<file path="src/sv/first_fit_segment_allocator_assert.svh">
// Assertion macros for the first-fit segment allocator.
`ifndef FIRST_FIT_SEGMENT_ALLOCATOR_ASSERT_SVH
`define FIRST_FIT_SEGMENT_ALLOCATOR_ASSERT_SVH

// Checked on every rising edge of clk_i, ignored while rst_ni is low.
`define FFSA_ASSERT(label, prop, msg) \
  label: assert property (@(posedge clk_i) disable iff (!rst_ni) (prop)) else $error(msg);

// Checked on every rising edge of clk_i, reset included.
`define FFSA_ASSERT_NR(label, prop, msg) \
  label: assert property (@(posedge clk_i) (prop)) else $error(msg);

`endif

</file>
<file path="src/sv/ffsa_pkg.sv">
// Types and constants shared by the first-fit segment allocator modules.
`timescale 1ns / 1ps
`default_nettype none

package ffsa_pkg;

  localparam logic CmdAlloc = 1'b0;
  localparam logic CmdFree  = 1'b1;

  localparam logic RegRegionStart = 1'b0;
  localparam logic RegRegionEnd   = 1'b1;

  localparam logic [31:0] RegionStartReset = 32'h0000_0000;
  localparam logic [31:0] RegionEndReset   = 32'h0001_0000;

  typedef enum logic [1:0] {
    StOk        = 2'd0,
    StNoSpace   = 2'd1,
    StTableFull = 2'd2,
    StNotFound  = 2'd3
  } status_e;

  typedef struct packed {
    logic [31:0] region_start;
    logic [31:0] region_end;
  } ffsa_cfg_t;

  typedef struct packed {
    logic        valid;
    status_e     status;
    logic [31:0] seg_address;
    logic [31:0] high_water;
    logic [5:0]  used_count;
  } ffsa_res_t;

endpackage

`default_nettype wire

</file>
<file path="src/sv/ffsa_seg_mem.sv">
// Segment table memory: one write port, one read port with registered read data.
`timescale 1ns / 1ps
`default_nettype none

module ffsa_seg_mem #(
  parameter int DEPTH = 32,
  parameter int WIDTH = 48
) (
  input  wire logic                     clk_i,
  input  wire logic                     we_i,
  input  wire logic [$clog2(DEPTH)-1:0] waddr_i,
  input  wire logic [WIDTH-1:0]         wdata_i,
  input  wire logic [$clog2(DEPTH)-1:0] raddr_i,
  output logic      [WIDTH-1:0]         rdata_o
);

  logic [WIDTH-1:0] mem_q [DEPTH];

  always_ff @(posedge clk_i) begin
    if (we_i) begin
      mem_q[waddr_i] <= wdata_i;
    end
  end

  always_ff @(posedge clk_i) begin
    rdata_o <= mem_q[raddr_i];
  end

endmodule

`default_nettype wire

</file>
<file path="src/sv/ffsa_cfg_regs.sv">
// APB-style configuration registers holding the managed region bounds.
`timescale 1ns / 1ps
`default_nettype none

module ffsa_cfg_regs
  import ffsa_pkg::*;
(
  input  wire logic        clk_i,
  input  wire logic        rst_ni,
  input  wire logic        psel,
  input  wire logic        penable,
  input  wire logic        pwrite,
  input  wire logic [2:0]  paddr,
  input  wire logic [31:0] pwdata,
  output logic      [31:0] prdata,
  output logic             pready,
  output ffsa_cfg_t        cfg_o
);

  logic [31:0] region_start_q;
  logic [31:0] region_end_q;
  logic        wr_en;

  assign pready = 1'b1;
  assign wr_en  = psel & penable & pwrite & pready;

  // Only bit 2 of the address selects a register; the low bits are ignored.
  always_ff @(posedge clk_i or negedge rst_ni) begin
    if (!rst_ni) begin
      region_start_q <= RegionStartReset;
      region_end_q   <= RegionEndReset;
    end else if (wr_en) begin
      unique case (paddr[2])
        RegRegionStart: region_start_q <= pwdata;
        RegRegionEnd:   region_end_q   <= pwdata;
        default:        region_end_q   <= region_end_q;
      endcase
    end
  end

  always_comb begin
    unique case (paddr[2])
      RegRegionStart: prdata = region_start_q;
      RegRegionEnd:   prdata = region_end_q;
      default:        prdata = '0;
    endcase
  end

  assign cfg_o.region_start = region_start_q;
  assign cfg_o.region_end   = region_end_q;

endmodule

`default_nettype wire

</file>
<file path="src/sv/ffsa_engine.sv">
// Command sequencer: scans, shifts and rewrites the segment table in memory.
`timescale 1ns / 1ps
`default_nettype none

module ffsa_engine
  import ffsa_pkg::*;
#(
  parameter int MAX_SEGMENTS = 32
) (
  input  wire logic        clk_i,
  input  wire logic        rst_ni,
  input  ffsa_cfg_t        cfg_i,
  input  wire logic        start_i,
  input  wire logic        cmd_i,
  input  wire logic [15:0] alloc_size_i,
  input  wire logic [31:0] free_start_i,
  output logic             busy_o,
  output ffsa_res_t        res_o
);

  localparam int IDX_W = $clog2(MAX_SEGMENTS);
  localparam int CNT_W = $clog2(MAX_SEGMENTS + 1);
  localparam int ENT_W = 48;

  typedef enum logic [5:0] {
    StIdle   = 6'b000001,
    StScan   = 6'b000010,
    StDecide = 6'b000100,
    StInsSh  = 6'b001000,
    StInsWr  = 6'b010000,
    StDelSh  = 6'b100000
  } state_e;

  state_e      state_q, state_d;
  logic [CNT_W-1:0] ci_q, ci_d;
  logic [CNT_W-1:0] wr_q, wr_d;
  logic [CNT_W-1:0] pos_q, pos_d;
  logic [CNT_W-1:0] cnt_q, cnt_d;
  logic [31:0] high_q, high_d;
  logic [32:0] cand_q, cand_d;
  logic        cmd_q;
  logic [15:0] size_q;
  logic [31:0] fstart_q;
  ffsa_res_t   res_q, res_d;

  logic             accept;
  logic             mem_we;
  logic [IDX_W-1:0] mem_waddr;
  logic [IDX_W-1:0] mem_raddr;
  logic [ENT_W-1:0] mem_wdata;
  logic [ENT_W-1:0] mem_rdata;
  logic [31:0]      rd_start;
  logic [15:0]      rd_size;

  logic [33:0]      gap;
  logic             fits;
  logic [32:0]      next_cand;
  logic [33:0]      end_sum;
  logic             no_space;
  logic [CNT_W-1:0] ci_inc;
  logic [CNT_W-1:0] cnt_dec;
  logic [CNT_W-1:0] cnt_inc;
  logic [CNT_W-1:0] wr_dec;
  logic [CNT_W-1:0] wr_dec2;
  logic [CNT_W-1:0] wr_inc;
  logic [CNT_W-1:0] wr_inc2;

  // Round up to a multiple of 4; inputs stay below 2^33 - 3.
  function automatic logic [32:0] align4(logic [32:0] a);
    logic [32:0] s;
    s = a + 33'd3;
    return {s[32:2], 2'b00};
  endfunction

  ffsa_seg_mem #(
    .DEPTH (MAX_SEGMENTS),
    .WIDTH (ENT_W)
  ) u_mem (
    .clk_i   (clk_i),
    .we_i    (mem_we),
    .waddr_i (mem_waddr),
    .wdata_i (mem_wdata),
    .raddr_i (mem_raddr),
    .rdata_o (mem_rdata)
  );

  assign accept   = start_i & (state_q == StIdle);
  assign busy_o   = (state_q != StIdle);
  assign res_o    = res_q;
  assign rd_start = mem_rdata[47:16];
  assign rd_size  = mem_rdata[15:0];

  // The candidate is kept aligned, so the fit test is one subtract and compare.
  assign gap       = {2'b00, rd_start} - {1'b0, cand_q};
  assign fits      = !gap[33] && (gap[32:0] >= {17'b0, size_q});
  assign next_cand = align4({1'b0, rd_start} + {17'b0, rd_size});
  assign end_sum   = {1'b0, cand_q} + {18'b0, size_q};
  assign no_space  = end_sum > {2'b00, cfg_i.region_end};

  assign ci_inc  = ci_q + CNT_W'(1);
  assign cnt_dec = cnt_q - CNT_W'(1);
  assign cnt_inc = cnt_q + CNT_W'(1);
  assign wr_dec  = wr_q - CNT_W'(1);
  assign wr_dec2 = wr_q - CNT_W'(2);
  assign wr_inc  = wr_q + CNT_W'(1);
  assign wr_inc2 = wr_q + CNT_W'(2);

  always_comb begin
    state_d   = state_q;
    ci_d      = ci_q;
    wr_d      = wr_q;
    pos_d     = pos_q;
    cnt_d     = cnt_q;
    high_d    = high_q;
    cand_d    = cand_q;
    res_d     = res_q;
    res_d.valid = 1'b0;
    mem_we    = 1'b0;
    mem_waddr = wr_q[IDX_W-1:0];
    mem_wdata = mem_rdata;
    mem_raddr = '0;

    unique case (state_q)
      StIdle: begin
        // Entry 0 is read here so that the scan sees it in its first cycle.
        if (start_i) begin
          ci_d   = '0;
          cand_d = align4({1'b0, cfg_i.region_start});
          if (cnt_q != '0) begin
            state_d = StScan;
          end else if (cmd_i == CmdAlloc) begin
            pos_d   = '0;
            state_d = StDecide;
          end else begin
            res_d.valid       = 1'b1;
            res_d.status      = StNotFound;
            res_d.seg_address = '0;
            res_d.high_water  = high_q;
            res_d.used_count  = 6'(cnt_q);
          end
        end
      end

      StScan: begin
        // The next entry is fetched while this one is checked.
        mem_raddr = ci_inc[IDX_W-1:0];
        if (cmd_q == CmdAlloc) begin
          if (fits) begin
            pos_d   = ci_q;
            state_d = StDecide;
          end else begin
            cand_d = next_cand;
            if (ci_inc == cnt_q) begin
              pos_d   = cnt_q;
              state_d = StDecide;
            end else begin
              ci_d = ci_inc;
            end
          end
        end else begin
          if (rd_start == fstart_q) begin
            if (ci_inc == cnt_q) begin
              cnt_d             = cnt_dec;
              res_d.valid       = 1'b1;
              res_d.status      = StOk;
              res_d.seg_address = '0;
              res_d.high_water  = high_q;
              res_d.used_count  = 6'(cnt_dec);
              state_d           = StIdle;
            end else begin
              wr_d    = ci_q;
              state_d = StDelSh;
            end
          end else if (ci_inc == cnt_q) begin
            res_d.valid       = 1'b1;
            res_d.status      = StNotFound;
            res_d.seg_address = '0;
            res_d.high_water  = high_q;
            res_d.used_count  = 6'(cnt_q);
            state_d           = StIdle;
          end else begin
            ci_d = ci_inc;
          end
        end
      end

      StDecide: begin
        mem_raddr = cnt_dec[IDX_W-1:0];
        if (no_space || (cnt_q >= CNT_W'(MAX_SEGMENTS))) begin
          res_d.valid       = 1'b1;
          res_d.status      = no_space ? StNoSpace : StTableFull;
          res_d.seg_address = '0;
          res_d.high_water  = high_q;
          res_d.used_count  = 6'(cnt_q);
          state_d           = StIdle;
        end else if (pos_q == cnt_q) begin
          state_d = StInsWr;
        end else begin
          wr_d    = cnt_q;
          state_d = StInsSh;
        end
      end

      StInsSh: begin
        // Move entries up one place, from the top down to the insert point.
        mem_we    = 1'b1;
        mem_waddr = wr_q[IDX_W-1:0];
        mem_wdata = mem_rdata;
        mem_raddr = wr_dec2[IDX_W-1:0];
        if (wr_dec == pos_q) begin
          state_d = StInsWr;
        end else begin
          wr_d = wr_dec;
        end
      end

      StInsWr: begin
        mem_we    = 1'b1;
        mem_waddr = pos_q[IDX_W-1:0];
        mem_wdata = {cand_q[31:0], size_q};
        cnt_d     = cnt_inc;
        if (end_sum[31:0] > high_q) begin
          high_d = end_sum[31:0];
        end
        res_d.valid       = 1'b1;
        res_d.status      = StOk;
        res_d.seg_address = cand_q[31:0];
        res_d.high_water  = high_d;
        res_d.used_count  = 6'(cnt_inc);
        state_d           = StIdle;
      end

      StDelSh: begin
        // Move entries down one place over the freed slot.
        mem_we    = 1'b1;
        mem_waddr = wr_q[IDX_W-1:0];
        mem_wdata = mem_rdata;
        mem_raddr = wr_inc2[IDX_W-1:0];
        if (wr_inc2 == cnt_q) begin
          cnt_d             = cnt_dec;
          res_d.valid       = 1'b1;
          res_d.status      = StOk;
          res_d.seg_address = '0;
          res_d.high_water  = high_q;
          res_d.used_count  = 6'(cnt_dec);
          state_d           = StIdle;
        end else begin
          wr_d = wr_inc;
        end
      end

      default: begin
        state_d = StIdle;
      end
    endcase
  end

  always_ff @(posedge clk_i or negedge rst_ni) begin
    if (!rst_ni) begin
      state_q <= StIdle;
      ci_q    <= '0;
      wr_q    <= '0;
      pos_q   <= '0;
      cnt_q   <= '0;
      high_q  <= '0;
      res_q   <= '0;
    end else begin
      state_q <= state_d;
      ci_q    <= ci_d;
      wr_q    <= wr_d;
      pos_q   <= pos_d;
      cnt_q   <= cnt_d;
      high_q  <= high_d;
      res_q   <= res_d;
    end
  end

  always_ff @(posedge clk_i) begin
    cand_q <= cand_d;
    if (accept) begin
      cmd_q    <= cmd_i;
      size_q   <= alloc_size_i;
      fstart_q <= free_start_i;
    end
  end

endmodule

`default_nettype wire

</file>
<file path="src/sv/first_fit_segment_allocator.sv">
// Allocate: a scan finds the first gap that fits, a decide step checks region space and table
// capacity (a failure ends there), entries from the insert point up shift up and the new entry is
// written. Free: a scan for the start address, then a shift down unless the last entry matched;
// busy stays low on an empty table. One entry is read per cycle. done_o pulses right after busy
// falls and a new word may start then. Reset (rst_ni low, asynchronous) empties the table,
// clears the high-water mark and restores the region registers; table memory is not cleared.
`timescale 1ns / 1ps
`default_nettype none
`include "first_fit_segment_allocator_assert.svh"

module first_fit_segment_allocator
  import ffsa_pkg::*;
#(
  parameter int MAX_SEGMENTS = 32
) (
  input  wire logic        clk_i,
  input  wire logic        rst_ni,
  input  wire logic        psel,
  input  wire logic        penable,
  input  wire logic        pwrite,
  input  wire logic [2:0]  paddr,
  input  wire logic [31:0] pwdata,
  output logic      [31:0] prdata,
  output logic             pready,
  input  wire logic        start,
  output logic             busy,
  input  wire logic        cmd_i,
  input  wire logic [15:0] alloc_size_i,
  input  wire logic [31:0] free_start_i,
  output logic             done_o,
  output logic      [1:0]  status_o,
  output logic      [31:0] seg_address_o,
  output logic      [31:0] high_water_o,
  output logic      [5:0]  used_count_o
);

  ffsa_cfg_t cfg;
  ffsa_res_t res;
  logic      fail_word;
  logic      miss_word;

  ffsa_cfg_regs u_cfg (
    .clk_i   (clk_i),
    .rst_ni  (rst_ni),
    .psel    (psel),
    .penable (penable),
    .pwrite  (pwrite),
    .paddr   (paddr),
    .pwdata  (pwdata),
    .prdata  (prdata),
    .pready  (pready),
    .cfg_o   (cfg)
  );

  ffsa_engine #(
    .MAX_SEGMENTS (MAX_SEGMENTS)
  ) u_engine (
    .clk_i        (clk_i),
    .rst_ni       (rst_ni),
    .cfg_i        (cfg),
    .start_i      (start),
    .cmd_i        (cmd_i),
    .alloc_size_i (alloc_size_i),
    .free_start_i (free_start_i),
    .busy_o       (busy),
    .res_o        (res)
  );

  assign done_o        = res.valid;
  assign status_o      = res.status;
  assign seg_address_o = res.seg_address;
  assign high_water_o  = res.high_water;
  assign used_count_o  = res.used_count;

  assign fail_word = done_o && (status_o != StOk);
  assign miss_word = done_o && (status_o == StNotFound);

  `FFSA_ASSERT_NR(a_done_not_busy, done_o |-> !busy, "result word while busy")
  `FFSA_ASSERT(a_fail_addr_zero, fail_word |-> (seg_address_o == '0), "address on failure")
  `FFSA_ASSERT(a_high_water_mono, high_water_o >= $past(high_water_o), "high-water fell")
  `FFSA_ASSERT(a_not_found_count, miss_word |-> $stable(used_count_o), "count moved")

endmodule

`default_nettype wire
</file>
<file path="config.mk">
export PLATFORM = sky130hd
export DESIGN_NAME = first_fit_segment_allocator
export DESIGN_NICKNAME = d
export VERILOG_FILES = /design/src/sv/ffsa_pkg.sv /design/src/sv/ffsa_seg_mem.sv /design/src/sv/ffsa_cfg_regs.sv /design/src/sv/ffsa_engine.sv /design/src/sv/first_fit_segment_allocator.sv
export VERILOG_INCLUDE_DIRS = /design/src /design/src/sv
export SDC_FILE = /design/constraint.sdc
export NUM_CORES = 2
export LEC_CHECK = 0
export BUFFER_PORTS_ARGS = -buffer_cell sky130_fd_sc_hd__clkbuf_2
export CORE_MARGIN = 5
export CORE_UTILIZATION = 35
export CTS_CLUSTER_DIAMETER = 80
export DETAILED_ROUTE_END_ITERATION = 10
export HOLD_SLACK_MARGIN = 0.03
export PLACE_DENSITY = 0.57
export SLEW_MARGIN = 20
export SYNTH_ARGS = -nofsm -noshare
export SYNTH_HDL_FRONTEND = slang
export SYNTH_SLANG_ARGS = --single-unit
</file>
<file path="constraint.sdc">
create_clock -name clk_i -period 7.3 [get_ports clk_i]
set_input_delay 0.73 -clock clk_i [delete_from_list [all_inputs] [get_ports clk_i]]
set_output_delay 0.73 -clock clk_i [all_outputs]
set_load 0.03 [all_outputs]
</file>
# [After elaboration in Yosys (flattened, before gate mapping)]
# Memories as Yosys holds them, arrays and structs flattened. A register that Yosys moved wholly into a read port is not among the register bits.
# Cells that the tools add are included.
[op_classes] addsub=12 multipliers=0 div_mod_pow=0 n_lt_le_gt_ge=4 n_eq_ne=35 shift=0 mux=63 bitwise_logic=4 n_reduce_logical=18
[op_table] cell="73-bit two-way mux" count=9
[op_table] cell="73-bit case mux with 5 select lines" count=1
[op_table] cell="6-bit two-way mux" count=34
[op_table] cell="33-bit two-way mux" count=3
[op_table] cell="33-bit case mux with 2 select lines" count=1
[op_table] cell="32-bit case mux with 2 select lines" count=1
[op_table] cell="48-bit two-way mux" count=1
[op_table] cell="33-bit by 16-bit adder with 34-bit output" count=1
[op_table] cell="34-bit by 32-bit greater-than comparator with 1-bit output" count=1
[op_table] cell="32-bit by 33-bit subtractor with 34-bit output" count=1
[op_table] cell="32-bit by 16-bit adder with 33-bit output" count=1
[op_table] cell="32-bit by 2-bit adder with 33-bit output (second input constant)" count=1
[op_table] cell="33-bit by 2-bit adder with 33-bit output (second input constant)" count=1
[op_table] cell="33-bit by 16-bit greater-or-equal comparator with 1-bit output" count=1
[op_table] cell="32-bit equality test" count=1
[op_table] cell="32-bit greater-than comparator" count=1
[op_table] cell="32-bit two-way mux" count=1
[op_table] cell="6-bit case mux with 5 select lines" count=1
[op_table] cell="6-bit equality test" count=4
[op_table] cell="6-bit case mux with 2 select lines" count=2
[op_table] cell="6-bit case mux with 4 select lines" count=1
[op_table] cell="2-bit != test (second input constant)" count=11
[op_table] cell="5-bit case mux with 4 select lines" count=1
[op_table] cell="6-bit by 1-bit adder with 6-bit output (second input constant)" count=3
[op_table] cell="other kinds (37)" count=53
[totals] register_bits=281 latchBits=0 ram_bits=1536 mem_bits_ro=0 input_bits=90 output_inout_bits=107 wordCells=154 memories=1
[memory_table] memory="u_engine.u_mem.mem_q" depth=32 width=48 rd=1 rd_ports_with_merged_regs=1 wr=1 line_no="ffsa_seg_mem.sv:17" text="logic [WIDTH-1:0] mem_q [DEPTH];"

# [Depth between registers and ports, before layout]
[depth] ltp_word=6 ltp_mapped=24 mapped_depth_nobuf=23

# [Hierarchy]
# From an unflattened synthesis, not the netlist that was laid out.
[hier_totals] hier_cells=5491 hier_area_um2=80521.0
[by_module_without_submodules] mod="ffsa_seg_mem" n_inst=1 cells_per_inst=3364 area_each_um2=60724.5 seq_area_each_um2=47085.2
[by_module_without_submodules] mod="ffsa_engine" n_inst=1 cells_per_inst=1953 area_each_um2=16883.7 seq_area_each_um2=5731.7
[by_module_without_submodules] mod="ffsa_cfg_regs" n_inst=1 cells_per_inst=174 area_each_um2=2912.8 seq_area_each_um2=1602.8

# [Worst setup path after synthesis]
# No wires, ideal clock.
[synth_path] path_type="flip-flop to flip-flop" from="register u_engine.cand_q[2]" to="register u_engine.cand_q[10] (enable)" setup_ns=0.388 arrival_ns=4.531 required_ns=6.912 path_slack_ns=2.381 stages_incl_launch_ff=24 path_buffers=2 period_less_slack_ns=4.919 path_cell_list="edfxtp_1 -> ha_1 -> inv_1 -> fa_1 -> a21o_1 -> a311oi_1 -> o21ai_1 -> a21o_1 -> a21oi_1 -> xnor2_1 -> ha_1 -> nand4_1 -> nor4_1 -> nor2_1 -> o21ai_0 -> a211oi_1 -> o2111ai_1 -> nor4_1 -> and4_4 -> or2_1 -> buf_6 -> clkbuf_4 -> nand2_1 -> nand2_1"
[synth_via] elab_chain_cells=5 elab_cells_between_ends=6 cone_classes="add/sub: 1; order compare: 1; eq/ne: 1; reduce/logical: 3"
[synth_rtl] element="start: declaration" line_no="ffsa_engine.sv:40" text="logic [32:0] cand_q, cand_d;"
[synth_rtl] element="start signal: assignment" line_no="ffsa_engine.sv:279" text="cand_q <= cand_d;"
[synth_rtl] element="32-bit by 33-bit subtractor with 34-bit output *" line_no="ffsa_engine.sv:94" text="assign gap = {2'b00, rd_start} - {1'b0, cand_q};"
[synth_rtl] element="33-bit by 16-bit greater-or-equal comparator with 1-bit output or 1-bit zero test (tied branches)" line_no="ffsa_engine.sv:95" text="assign fits = !gap[33] && (gap[32:0] >= {17'b0, size_q});"
[synth_rtl] element="1-bit logical AND *" line_no="ffsa_engine.sv:95"
[synth_rtl] element="2-bit != test (no line) *"
[synth_rtl] element="4-bit AND reduction (no line) *"
# Mark *: on every way between the ends. The rest lies on a longest branch, timed or not.
# A chain may end at the register's enable or synchronous reset.

# [Worst setup path after layout]
[layout_path] from="register u_engine.cand_q[2]" to="register u_engine.res_q (netlist bit u_engine.res_o[18])"
[layout_via] elab_chain_cells=5 elab_cells_between_ends=8 cone_classes="add/sub: 1; order compare: 2; eq/ne: 1; mux: 2; reduce/logical: 2"
[layout_rtl] element="33-bit by 16-bit adder with 34-bit output *" line_no="ffsa_engine.sv:97" text="assign end_sum = {1'b0, cand_q} + {18'b0, size_q};"
[layout_rtl] element="34-bit by 32-bit greater-than comparator with 1-bit output" line_no="ffsa_engine.sv:98" text="assign no_space = end_sum > {2'b00, cfg_i.region_end};"
[layout_rtl] element="1-bit logical OR" line_no="ffsa_engine.sv:189" text="if (no_space || (cnt_q >= CNT_W'(MAX_SEGMENTS))) begin"
[layout_rtl] element="2-bit by 1-bit != test with 1-bit output (no line)"
[layout_rtl] element="8-bit AND reduction (no line)"
[layout_rtl] element="end signal: assignment" line_no="ffsa_engine.sv:274" text="res_q <= res_d;"
[layout_rtl] element="end: declaration" line_no="ffsa_engine.sv:44" text="ffsa_res_t res_q, res_d;"
# Marks and branches as above.

==> summary.txt <==
share of layout cells above drive strength 1 = 12.76%
vias = 53530
Internal = 24.09 mW
Post-synth ARST share = 10.59%
crit-path cells = ha_1 > inv_1 > fa_1 > nor2b_1 > o31a_1 > o21bai_1 > a21o_1 > a31oi_2 > nand3_1 > xnor2_1 > ha_1 > and4_1 > a21oi_1 > nand2_1 > a211oi_1 > o31ai_1 > a221oi_2 > o21ai_2 > nor2_4 > buf_12 > a22oi_1 > nand2_1
fill cell count = 21580
antenna violations before repair = 3
count of different cell masters after synthesis = 96
clock latency on the worst-skew pair = 0.84 ns
Worst Slack Setup Final = 1.280 ns
Place WS = 1.254 ns
DR WL met3 = 16570 um
Yosys top cell area share = 59.62%
number of synthesized flops with an enable pin = 1616
CP top delay family = compound AO/OA/AOI/OAI gates
syn avg cell area = 12.88 um^2
slowest cell delay on critical path = 0.55 ns
Max Freq = 166.1 MHz
DRT antenna net count = 0
largest net degree at the start of global routing = 185
die height = 492.2 um
synth top area cells = edfxtp_1 (60%), dfrtp_1 (6.0%), a211oi_1 (5.0%)
Hold/Removal Path Class = in -> reg
worst IR drop on VDD = 0.3097 mV
PostCTS Resize Cnt = 0
vias per std cell = 5.528
Slew HR = 24.42%
status = finished, final reports clean
Fin. Hold Viols = 0
Routed WL per cell = 25.02 um
Highest Signal Layer = met5
Port Buffers = 191
Final Critical Period = 6.020 ns
Buf+Inv Stages, Crit Path = 2
sequential fraction of the synthesis area = 66.86%
CP max FO = 48
CORE AREA = 232100 um^2
Flop pwr share = 37.3%
sw power = 14.73 mW
Post-Syn Instances = 6318
footprint of the multi-input gates = 25400 um^2
Max clock buf depth = 3
CP Capture Type = flip-flop
Clock transition at path regs = 0.07 ns
Ys Warns = 0
leading area contributor after synthesis = edfxtp_1
Tcrit/Tclk final = 82.47%
global-route wire length before repair = 352500 um
final count of pins violating max slew = 0
Final TNS setup = 0 ns
total track usage = 19.30%
Initial DRT Pass Iterations = 5
Pleak = 32.81 nW
unrepaired setup endpoints after global routing = no
DRT met1 WL = 106900 um
transition time of the tightest slew-check pin = 1.134 ns
starting density of the core = 35.07%
root buf cell = clkbuf_16
vias in the first global route = 51100
global placer's final weighted congestion = 0.9084
Critical Path AT = 6.78 ns
CTS buffer count = 191
clk_skew = 0.04048 ns
Post-CTS Setup Inserts = 0
die area = 242300 um^2
grt total ovfl = 0
Crit-path slowest cell = a221oi_2
Post-Syn Area = 81390 um^2
switch share = 37.95%
critical path launch point type = flip-flop
CTS tree = done
io pins = 197
1st-iter DRT viols = 5251
combinational power share = 37.2%
hpwl dp = 141800 um
wire length on met2 = 112800 um
Setup violations, final = 0
DIE WIDTH = 492.2 um
clock power share = 25.5%
Max-cap violations = 0
DR DRC count = 0
Seq. cell area = 54420 um^2
CTS H-tree lvls = 4
row count = 177
final core utilization = 40.25%
Cell Pwr Density = 415.6 nW/um^2
Setup CP Type = reg -> reg
# hold bufs at CTS = 29
Worst EP required = 8.06 ns
clk sink count = 1861
Final #Nets = 6729
area delta synth->final = 14.77%
commonest register cell after synthesis = edfxtp_1
count of state elements after synthesis = 1861
final wirelength = 242300 um
routing by layer:
metal  up-vias  track usage (%)
li1      24190                -
met1     27080            27.17
met2      1905            31.14
met3       348            3.099
met4         2            5.235
met5         -                0
cells in the final DEF, fill, tap and decap left out, types with 18 or more instances in the layout:
cell type,count
buf_12,29
dfxtp_1,48
and3_1,28
o21a_1,18
ha_1,163
and2_1,390
edfxtp_1,1616
a22oi_1,26
o21ai_0,129
clkbuf_2,190
nor4_1,18
buf_4,123
nor3_1,32
mux2_2,91
dlygate4sd3_1,29
clkinv_2,23
xnor2_1,89
o211ai_1,20
o21ai_4,32
clkbuf_16,194
a31oi_1,202
nand3_1,37
a311oi_1,196
nand4_1,36
mux2i_1,24
a21oi_1,239
clkbuf_8,29
clkinv_1,24
inv_1,151
nor2_4,34
xor2_1,84
clkbuf_1,47
nand2_1,1019
a21o_1,100
a211oi_1,543
dfrtp_1,195
nor2_1,114
state kept, by name, summed over array words and instances, names as in the netlist, 16 cells and up:
| name | flops |
|---|---|
| u_engine.res_o | 71 |
| u_engine.u_mem.rdata_o | 48 |
| u_engine.size_q | 16 |
| u_cfg.region_start_q | 32 |
| u_engine.high_q | 32 |
| u_cfg.region_end_q | 32 |
| u_engine.u_mem.mem_q | 1536 |
| u_engine.fstart_q | 32 |
| u_engine.cand_q | 31 |
cells in the mapped netlist, types with 9 or more instances:
master and count:
a22oi_1 26, a21oi_1 241, buf_4 15, dfrtp_1 195, xor2_1 84, clkbuf_1 286, buf_1 20, xnor2_1 89
nand2b_1 15, o31ai_1 9, o2111ai_1 9, inv_1 152, mux2_2 91, a211o_1 11, nor2_1 149, mux2i_1 24
and2_1 390, a211oi_1 544, nor3b_1 14, o211ai_1 20, a21o_1 100, a311oi_1 196, buf_2 91, dfxtp_1 48
a31oi_1 203, nor4_1 18, and3_1 28, o21a_1 18, nor3_1 32, nand3_1 37, nand2_1 1019, ha_1 163
nand4_1 36, a221o_1 14, o21ai_0 175, edfxtp_1 1616, nor2b_1 14
cells by family (layout without fill, tap and decap cells):
family / count (synthesis) / after routing / synth area share (%)
other cells: 2 / 5 / 0.009227
flops: 1861 / 1861 / 66.86
simple gates: 1791 / 1791 / 10.20
fa+ha+maj: 166 / 166 / 2.580
mux: 117 / 117 / 1.586
compound gates: 1639 / 1639 / 14.05
buf+inv: 569 / 888 / 2.858
xor+xnor: 173 / 173 / 1.862
path summary, 6_finish.rpt:
| check | start | end | slack (ns) | depth (start not counted) |
|---|---|---|---|---|
| max | u_engine.cand_q[2]$_DFFE_PP_ | u_engine.res_o[18]$_DFFE_PN0P_ | 1.28 | 22 |
| min | free_start_i[23] | u_engine.fstart_q[23]$_DFFE_PP_ | 0.09 | 1 |
| max reg2reg | u_engine.cand_q[2]$_DFFE_PP_ | u_engine.res_o[18]$_DFFE_PN0P_ | 1.28 | 22 |
| min reg2reg | u_engine.res_o[3]$_DFFE_PN0P_ | u_engine.res_o[3]$_DFFE_PN0P_ | 0.48 | 2 |
| max in group asynchronous | rst_ni | u_engine.res_o[45]$_DFFE_PN0P_ | 5.56 | 3 |
| min in group asynchronous | rst_ni | u_engine.res_o[11]$_DFFE_PN0P_ | 0.44 | 2 |
power groups by stage:
stage          clock network [mW]  logic, mW  registers (mW)
6_report                     9.90       14.4            14.5
5_1_grt                      10.5       15.7            14.5
4_1_cts                      10.1       14.3            14.5
3_5_place_dp                    0       14.2            14.7
3_3_place_gp                    0       14.0            14.7
2_1_floorplan                   0       9.38            14.6
area by class of cell:
class | instances | share of cell area, %
timing repair buffer | 377 | 3.052
antenna | 2 | 0.005358
sequential | 1861 | 58.26
clock buffer | 269 | 5.798
clock inverter | 89 | 1.007
tap | 3043 | 4.076
inverter | 153 | 0.6148
multi-input combinational | 3889 | 27.19
through the flow:
step | cells | total power [mW] | hold slack [ns] | instance area, um^2
CTS | 9680 | 38.84 | 0.03055 | 93210
floorplan | 6319 | 24.00 | 0.4344 | 81400
global placement | 9289 | 28.67 | 0.4721 | 86410
detailed placement | 9293 | 28.90 | 0.4750 | 86560
global route | 9681 | 40.77 | 0.06074 | 93410
finish | 9683 | 38.82 | 0.09480 | 93420
Power figures use the tool's default switching activity.
